===== src/hdl/rfds_pkg.sv =====
package rfds_pkg;

    // Fixed field widths of the transfer payloads
    localparam int EVENT_W   = 32;
    localparam int PEND_W    = 5;
    localparam int COUNT_W   = 32;
    localparam int YIELD_W   = 10;
    localparam int CFG_W     = 3;

    // Divider operand widths: accepted * 1000 needs 42 bits, offered sum 33 bits
    localparam int NUM_W     = 42;
    localparam int DEN_W     = 33;

    localparam logic [YIELD_W-1:0] PERMIL = 10'd1000;

    // Defaults for the top-level parameters
    localparam int DEPTH_LOG2_DEF  = 4;
    localparam int EVENT_WIDTH_DEF = 32;

    localparam logic [CFG_W-1:0] RING_SIZE_LOG2_RST = 3'd4;

    typedef enum logic [1:0] {
        OP_PUSH  = 2'd0,
        OP_POP   = 2'd1,
        OP_CLEAR = 2'd2
    } opcode_t;

    typedef enum logic [1:0] {
        ST_IDLE,
        ST_LOAD,
        ST_DIV,
        ST_FIN
    } state_t;

    typedef struct packed {
        opcode_t              opcode;
        logic [EVENT_W-1:0]   event_data;
    } in_item_t;

    typedef struct packed {
        logic                 ok;
        logic [EVENT_W-1:0]   popped_data;
        logic [PEND_W-1:0]    pending_count;
        logic [COUNT_W-1:0]   drop_count;
        logic [COUNT_W-1:0]   accept_count;
        logic [YIELD_W-1:0]   yield_permil;
    } out_item_t;

endpackage


===== src/hdl/ring_fifo_with_drop_stats.sv =====
// Channel  | handshake           | payload
// ---------+---------------------+-------------------------------------------
// in       | in_valid / in_stall | in_data  (opcode, event_data)
// out      | out_valid/out_stall | out_data (ok, popped_data, pending_count,
//          |                     |           drop_count, accept_count, yield)
// cfg      | cfg_we              | cfg_wdata (ring_size_log2)
//
// Between one transfer and the next possible one, an item passes the accept
// state, the load state, ten quotient steps of the divider and the state that
// fills the output register; the block takes no new item meanwhile.
// Reset (rst_n, async, active low) zeroes pointers, counters and control; the
// slot store is not cleared and needs no clearing pass.
// A new item may be taken while the previous result waits under out_stall; it
// then holds in the final cycle until the output register frees up.
module ring_fifo_with_drop_stats #(
    parameter int DEPTH_LOG2  = rfds_pkg::DEPTH_LOG2_DEF,
    parameter int EVENT_WIDTH = rfds_pkg::EVENT_WIDTH_DEF
) (
    input  logic                            clk,
    input  logic                            rst_n,
    input  logic                            in_valid,
    output logic                            in_stall,
    input  rfds_pkg::in_item_t              in_data,
    output logic                            out_valid,
    input  logic                            out_stall,
    output rfds_pkg::out_item_t             out_data,
    input  logic                            cfg_we,
    input  logic [rfds_pkg::CFG_W-1:0]      cfg_wdata
);

    localparam int DEPTH = 1 << DEPTH_LOG2;
    localparam int PW    = DEPTH_LOG2 + 1;                       // pointer width
    localparam int PXW   = (PW > rfds_pkg::PEND_W) ? PW : rfds_pkg::PEND_W;
    localparam int EW    = EVENT_WIDTH;
    localparam int EXW   = (EW > rfds_pkg::EVENT_W) ? EW : rfds_pkg::EVENT_W;

    // Configuration
    logic [rfds_pkg::CFG_W-1:0]   cfg_reg;
    logic [rfds_pkg::CFG_W-1:0]   live_log2;
    logic [PW-1:0]                cap;
    logic [DEPTH_LOG2-1:0]        idx_mask;

    // Ring state
    logic [PW-1:0]                wptr_reg, wptr_next;
    logic [PW-1:0]                rptr_reg, rptr_next;
    logic [rfds_pkg::COUNT_W-1:0] drop_reg, drop_next;
    logic [rfds_pkg::COUNT_W-1:0] acc_reg, acc_next;
    logic [PW-1:0]                pend;
    logic [PXW-1:0]               pend_x;

    // Sequencer and per-item result
    rfds_pkg::state_t             state_reg, state_next;
    logic                         ok_reg, ok_next;
    logic                         hit_reg, hit_next;
    logic [rfds_pkg::EVENT_W-1:0] popped_reg, popped_next;
    rfds_pkg::out_item_t          out_reg, out_next;
    logic                         out_valid_reg, out_valid_next;

    // Slot store port
    logic                         ram_we;
    logic [DEPTH_LOG2-1:0]        ram_waddr, ram_raddr;
    logic [EW-1:0]                ram_wdata, ram_rdata;
    logic [EXW-1:0]               ev_x, rd_x;

    // Divider
    logic [rfds_pkg::DEN_W-1:0]   offered;
    logic                         div_start;
    logic                         div_done;
    logic [rfds_pkg::YIELD_W-1:0] div_q;

    logic                         accept;

    // Saturate the ring size to the physical depth
    assign live_log2 = (int'(cfg_reg) > DEPTH_LOG2) ? rfds_pkg::CFG_W'(DEPTH_LOG2) : cfg_reg;
    assign cap       = PW'(1) << live_log2;
    assign idx_mask  = DEPTH_LOG2'(cap - 1'b1);

    assign pend   = wptr_reg - rptr_reg;
    assign pend_x = PXW'(pend);

    // Cut or extend event words between the 32-bit fields and the store width
    assign ev_x      = EXW'(in_data.event_data);
    assign ram_wdata = ev_x[EW-1:0];
    assign rd_x      = EXW'(ram_rdata);
    assign ram_waddr = wptr_reg[DEPTH_LOG2-1:0] & idx_mask;
    assign ram_raddr = rptr_reg[DEPTH_LOG2-1:0] & idx_mask;

    assign offered   = rfds_pkg::DEN_W'(acc_reg) + rfds_pkg::DEN_W'(drop_reg);
    assign div_start = (state_reg == rfds_pkg::ST_LOAD);

    assign accept    = in_valid && (state_reg == rfds_pkg::ST_IDLE);
    assign in_stall  = (state_reg != rfds_pkg::ST_IDLE);

    always_comb
    begin
        state_next     = state_reg;
        wptr_next      = wptr_reg;
        rptr_next      = rptr_reg;
        drop_next      = drop_reg;
        acc_next       = acc_reg;
        ok_next        = ok_reg;
        hit_next       = hit_reg;
        popped_next    = popped_reg;
        out_next       = out_reg;
        out_valid_next = out_valid_reg;
        ram_we         = 1'b0;

        // Drop the output once it is transferred
        if (out_valid_reg && !out_stall)
        begin
            out_valid_next = 1'b0;
        end

        case (state_reg)
            rfds_pkg::ST_IDLE:
            begin
                if (in_valid)
                begin
                    ok_next    = 1'b0;
                    hit_next   = 1'b0;
                    state_next = rfds_pkg::ST_LOAD;
                    case (in_data.opcode)
                        rfds_pkg::OP_PUSH:
                        begin
                            if (pend >= cap)
                            begin
                                drop_next = drop_reg + 1'b1;
                            end
                            else
                            begin
                                ram_we    = 1'b1;
                                wptr_next = wptr_reg + 1'b1;
                                acc_next  = acc_reg + 1'b1;
                                ok_next   = 1'b1;
                            end
                        end
                        rfds_pkg::OP_POP:
                        begin
                            if (pend != '0)
                            begin
                                rptr_next = rptr_reg + 1'b1;
                                ok_next   = 1'b1;
                                hit_next  = 1'b1;
                            end
                        end
                        rfds_pkg::OP_CLEAR:
                        begin
                            wptr_next = '0;
                            rptr_next = '0;
                            drop_next = '0;
                            acc_next  = '0;
                            ok_next   = 1'b1;
                        end
                        default:
                        begin
                            ok_next = 1'b0;
                        end
                    endcase
                end
            end
            rfds_pkg::ST_LOAD:
            begin
                // Read data of the popped slot is valid this cycle
                popped_next = hit_reg ? rd_x[rfds_pkg::EVENT_W-1:0] : '0;
                state_next  = rfds_pkg::ST_DIV;
            end
            rfds_pkg::ST_DIV:
            begin
                if (div_done)
                begin
                    state_next = rfds_pkg::ST_FIN;
                end
            end
            rfds_pkg::ST_FIN:
            begin
                // Hold until the output register is free
                if (!out_valid_reg || !out_stall)
                begin
                    out_next.ok            = ok_reg;
                    out_next.popped_data   = popped_reg;
                    out_next.pending_count = pend_x[rfds_pkg::PEND_W-1:0];
                    out_next.drop_count    = drop_reg;
                    out_next.accept_count  = acc_reg;
                    out_next.yield_permil  = (offered == '0) ? rfds_pkg::PERMIL : div_q;
                    out_valid_next         = 1'b1;
                    state_next             = rfds_pkg::ST_IDLE;
                end
            end
            default:
            begin
                state_next = rfds_pkg::ST_IDLE;
            end
        endcase
    end

    always_ff @(posedge clk or negedge rst_n)
    begin
        if (!rst_n)
        begin
            cfg_reg       <= rfds_pkg::RING_SIZE_LOG2_RST;
            state_reg     <= rfds_pkg::ST_IDLE;
            wptr_reg      <= '0;
            rptr_reg      <= '0;
            drop_reg      <= '0;
            acc_reg       <= '0;
            out_valid_reg <= 1'b0;
            ok_reg        <= 1'b0;
            hit_reg       <= 1'b0;
        end
        else
        begin
            if (cfg_we)
            begin
                cfg_reg <= cfg_wdata;
            end
            state_reg     <= state_next;
            wptr_reg      <= wptr_next;
            rptr_reg      <= rptr_next;
            drop_reg      <= drop_next;
            acc_reg       <= acc_next;
            out_valid_reg <= out_valid_next;
            ok_reg        <= ok_next;
            hit_reg       <= hit_next;
        end
    end

    always_ff @(posedge clk)
    begin
        popped_reg <= popped_next;
        out_reg    <= out_next;
    end

    assign out_valid = out_valid_reg;
    assign out_data  = out_reg;

    rfds_ram #(
        .WIDTH (EW),
        .DEPTH (DEPTH)
    ) u_ram (
        .clk   (clk),
        .we    (ram_we && accept),
        .waddr (ram_waddr),
        .wdata (ram_wdata),
        .raddr (ram_raddr),
        .rdata (ram_rdata)
    );

    rfds_div u_div (
        .clk      (clk),
        .rst_n    (rst_n),
        .start    (div_start),
        .accepted (acc_reg),
        .offered  (offered),
        .done     (div_done),
        .quotient (div_q)
    );

endmodule


===== src/hdl/rfds_ram.sv =====
module rfds_ram #(
    parameter int WIDTH = 32,
    parameter int DEPTH = 16
) (
    input  logic                     clk,
    input  logic                     we,
    input  logic [$clog2(DEPTH)-1:0] waddr,
    input  logic [WIDTH-1:0]         wdata,
    input  logic [$clog2(DEPTH)-1:0] raddr,
    output logic [WIDTH-1:0]         rdata
);

    logic [WIDTH-1:0] mem [DEPTH];
    logic [WIDTH-1:0] rdata_reg;

    always_ff @(posedge clk)
    begin
        if (we)
        begin
            mem[waddr] <= wdata;
        end
        rdata_reg <= mem[raddr];
    end

    assign rdata = rdata_reg;

endmodule


===== src/hdl/rfds_div.sv =====
// Radix-2 restoring divider: one compare/subtract per cycle, one quotient bit per step.
module rfds_div (
    input  logic                                clk,
    input  logic                                rst_n,
    input  logic                                start,
    input  logic [rfds_pkg::COUNT_W-1:0]        accepted,
    input  logic [rfds_pkg::DEN_W-1:0]          offered,
    output logic                                done,
    output logic [rfds_pkg::YIELD_W-1:0]        quotient
);

    localparam int NW = rfds_pkg::NUM_W;
    localparam int QW = rfds_pkg::YIELD_W;
    localparam int SW = $clog2(QW);

    logic [NW-1:0] rem_reg, rem_next;
    logic [NW-1:0] dsh_reg, dsh_next;
    logic [QW-1:0] q_reg, q_next;
    logic [SW-1:0] step_reg, step_next;
    logic          busy_reg, busy_next;
    logic [NW-1:0] product;
    logic          ge;

    // Scale the accepted count; registered into the remainder before any step
    assign product = NW'(accepted) * NW'(rfds_pkg::PERMIL);
    assign ge      = (rem_reg >= dsh_reg);

    always_comb
    begin
        rem_next  = rem_reg;
        dsh_next  = dsh_reg;
        q_next    = q_reg;
        step_next = step_reg;
        busy_next = busy_reg;
        if (start)
        begin
            rem_next  = product;
            dsh_next  = NW'(offered) << (QW - 1);
            q_next    = '0;
            step_next = SW'(QW - 1);
            busy_next = 1'b1;
        end
        else if (busy_reg)
        begin
            rem_next = ge ? (rem_reg - dsh_reg) : rem_reg;
            q_next   = {q_reg[QW-2:0], ge};
            dsh_next = dsh_reg >> 1;
            if (step_reg == '0)
            begin
                busy_next = 1'b0;
            end
            else
            begin
                step_next = step_reg - 1'b1;
            end
        end
    end

    always_ff @(posedge clk or negedge rst_n)
    begin
        if (!rst_n)
        begin
            busy_reg <= 1'b0;
            step_reg <= '0;
        end
        else
        begin
            busy_reg <= busy_next;
            step_reg <= step_next;
        end
    end

    always_ff @(posedge clk)
    begin
        rem_reg <= rem_next;
        dsh_reg <= dsh_next;
        q_reg   <= q_next;
    end

    assign done     = busy_reg && (step_reg == '0);
    assign quotient = q_reg;

endmodule


===== config.mk =====
export PLATFORM = sky130hd
export DESIGN_NAME = ring_fifo_with_drop_stats
export DESIGN_NICKNAME = d
export VERILOG_FILES = /design/src/hdl/rfds_pkg.sv /design/src/hdl/ring_fifo_with_drop_stats.sv /design/src/hdl/rfds_ram.sv /design/src/hdl/rfds_div.sv
export SDC_FILE = /design/constraint.sdc
export NUM_CORES = 2
export LEC_CHECK = 0
export BUFFER_PORTS_ARGS = -buffer_cell sky130_fd_sc_hd__buf_4
export CORE_MARGIN = 4
export CORE_UTILIZATION = 29
export CTS_BUF_LIST = sky130_fd_sc_hd__clkbuf_4 sky130_fd_sc_hd__clkbuf_8
export DETAILED_ROUTE_END_ITERATION = 8
export HOLD_SLACK_MARGIN = 0.06
export SLEW_MARGIN = 20
export SYNTH_ARGS = -nofsm -noshare
export SYNTH_HDL_FRONTEND = slang
export SYNTH_SLANG_ARGS = --single-unit

===== constraint.sdc =====
create_clock -name clk -period 9.7 [get_ports clk]
set_input_delay 0.485 -clock clk [delete_from_list [all_inputs] [get_ports clk]]
set_output_delay 0.485 -clock clk [all_outputs]
set_load 0.02 [all_outputs]

==> metrics <==
outcome=completed; FF-to-FF End=u_div.rem_reg[41]$_DFFE_PP_; CP Class=reg -> reg; cells after synthesis=3086; final period utilization=63.1%; hold violation total from the final report=0; initial antenna violation count=14; H-tree depth=4; Routed wire per std cell=20.8 um; worst reg-to-reg setup slack=3.58 ns; Clk pin slew, worst setup/hold paths=0.06 ns; sequential fraction of the synthesis area=59.0%; max-cap viol count=0; vias in the first global route=27.3k; DRT Pass-1 Iters=5; crit path max-delay cell type=fa_1; Place WS=3.65 ns; drt total wl=112 mm; Die Footprint=153000 um^2; Max-slew headroom=22.3%; Cell Area, Synth=42600 um^2; slowest stage delay, CP=0.56 ns; CP most frequent cell=fa_1; static leakage=18.6 nW; Reg with most FFs=u_ram.mem; crit path time final=6.12 ns; DRC=0; synth warn=0; hold depth=4; root buffer cell=clkbuf_8; TritonCTS Sinks=869; CTS tree=built; cts bufs inserted=148; Layout Skew=0.0398 ns; Skew-Pair Late Insertion Delay=0.85 ns; Final Power=17.8 mW; GPL Wtd Cong=0.876; FF-to-FF Start=acc_reg[2]$_DFFE_PN0P_; Netlist cell types=85; Worst setup EP type=flop; Hold Startpoint=in_valid; Synth top area share=51.3%; Setup-failing EPs final=0; DIE HEIGHT=391 um; max frequency=0.163 GHz; Storage cell area=25100 um^2; global-route wire length before repair=170 mm; Top FF cell, synth=edfxtp_1; Area growth, synth to finish=17.2%; post-DP HPWL=72.9 mm; CP required=10.28 ns; crit path cell chain=inv_1 > fa_1 > fa_1 > fa_1 > inv_1 > fa_1 > ha_1 > or2_2 > a31oi_1 > a211oi_1 > a31o_2 > a221oi_1 > o31a_1 > o21ai_0 > a221oi_1 > xnor2_1 > a32o_1; Post-Layout Cell Count=5401; Site Rows=140; fill cell count=14.2k; deepest clock path buffer count=3; post-cts gate resize count=0; fin. max-slew vios=0; Initial Utilization=29.2%; Synth async-reset ratio=10.0%; initial detailed-routing violation count=2232; die width=391 um; RSZ-0062 raised after global routing=false; area occupied by multi-input gates=16300 um^2; commonest cells in the netlist=728 x edfxtp_1, 246 x inv_1, 217 x nand2_1; reg2reg path depth=17; Yosys reg bits=869; Power per Cell Area=357 nW/um^2; # port buffers=155; vias per cell=4.91; ranking of synthesized cells by area=edfxtp_1 51%, mux4_2 6.8%, fa_1 5.7%; Max FO, Critical Path=7; Synth area leader=edfxtp_1; nets@finish=3693; TNS Setup=0 ns; type of origin of the critical path=flop; most common cell in the synthesized netlist=edfxtp_1; hold endpoint=ok_reg$_DFFE_PN0P_; Crit path arrival time=6.70 ns; worst min-delay path class=in -> reg; core area=146000 um^2; number of flops mapped to enable cells by yosys=728; cell total after placement=5079; largest net degree at the start of global routing=129; IO Pins=156; Worst VDD drop=224 uV; mean post-synth cell area=13.8 um^2; worst setup margin=3.58 ns; routed vias=26.5k; Post-DRT Antenna Nets=0; Syn Nets=3427; total global-route track usage=14.7%; worst slew pin tran=1.17 ns; layout cells sized above 1=18.1%; total grt overflow=0; max reg flops=512
[stage by stage]
stage	instance area, um^2	hold slack (ns)	utilization, %
after global placement	46200	0.403	31.7
after floorplan	42600	0.189	-
after detailed placement	46200	0.405	31.7
final	49900	0.172	34.3
after CTS	49900	0.0938	34.2
after global routing	49900	0.181	34.2
[power breakdown]
part | switching [mW] | internal [mW]
logic | 5.29 | 3.64
registers | 0.409 | 4.87
clock network | 1.58 | 2.02
total | 7.28 | 10.5
[worst max-delay path by stage]
stage / start / end / slack [ns] / depth (start not counted)
6_report: acc_reg[2]$_DFFE_PN0P_ / u_div.rem_reg[41]$_DFFE_PP_ / 3.58 / 17
5_1_grt: acc_reg[11]$_DFFE_PN0P_ / u_div.rem_reg[41]$_DFFE_PP_ / 3.24 / 17
4_1_cts: acc_reg[2]$_DFFE_PN0P_ / u_div.rem_reg[41]$_DFFE_PP_ / 3.58 / 17
3_5_place_dp: acc_reg[2]$_DFFE_PN0P_ / u_div.rem_reg[41]$_DFFE_PP_ / 3.65 / 17
3_3_place_gp: acc_reg[7]$_DFFE_PN0P_ / u_div.rem_reg[41]$_DFFE_PP_ / 3.68 / 17
2_1_floorplan: state_reg[0]$_DFFE_PN0P_ / out_data[0]$_SDFFCE_PN0P_ / 0.31 / 2
[placed cells by master (no fill, tap or decap), types with 48 or more instances in the layout]
cell / netlist / final
edfxtp_1: 728 / 728
inv_1: 246 / 246
nand2_1: 217 / 216
buf_4: 1 / 192
ha_1: 178 / 177
nor2_1: 183 / 166
clkbuf_8: 0 / 166
a21oi_1: 131 / 130
mux4_2: 128 / 128
fa_1: 121 / 121
xnor2_1: 110 / 110
o21ai_0: 105 / 103
dfrtp_1: 86 / 86
and2_1: 78 / 77
dfxtp_1: 54 / 54
clkbuf_4: 0 / 52
a21o_1: 48 / 48
[critical path: cells and delay by family (launching register included)]
kind            cells  cell delay, ns
simple gates        1            0.31
buf+inv             2            0.25
compound gates      8            2.28
fa+ha+maj           5            2.36
flops               1            0.54
xor+xnor            1            0.12
[routing by layer]
| metal | GRT usage [%] | vias up | wire [um] |
|---|---|---|---|
| li1 | - | 12000 | - |
| met1 | 20.2 | 13500 | 49800 |
| met2 | 23.3 | 820 | 52100 |
| met3 | 2.83 | 170 | 7320 |
| met4 | 4.95 | 4 | 3030 |
| met5 | 0 | - | 27 |
[cell type report]
cell class	instances	area share (%)
well taps	1917	4.80
multi-input cells	1854	32.7
inverters	246	1.85
flip-flops and latches	869	50.3
diodes	4	0.0201
clock inverters	60	1.24
clock buffers	218	5.36
repair buffers	233	3.73
[logic make-up after synthesis]
| logic type | after synthesis | share of synthesized area, % |
|---|---|---|
| AOI/OAI and AO/OA | 548 | 8.49 |
| xor gates and xnor gates | 149 | 3.06 |
| buffers and inverters | 363 | 3.22 |
| DFF | 869 | 59.0 |
| and+or+nand+nor | 705 | 7.97 |
| adders and majority gates | 299 | 10.9 |
| muxes | 153 | 7.37 |
[repair_timing]
action / CTS / global route
hold endpoints to repair: 576 / 0
hold buffers: 40 / 0
setup buffers: 0 / 0
No activity file was read; power rests on OpenSTA's default activity.
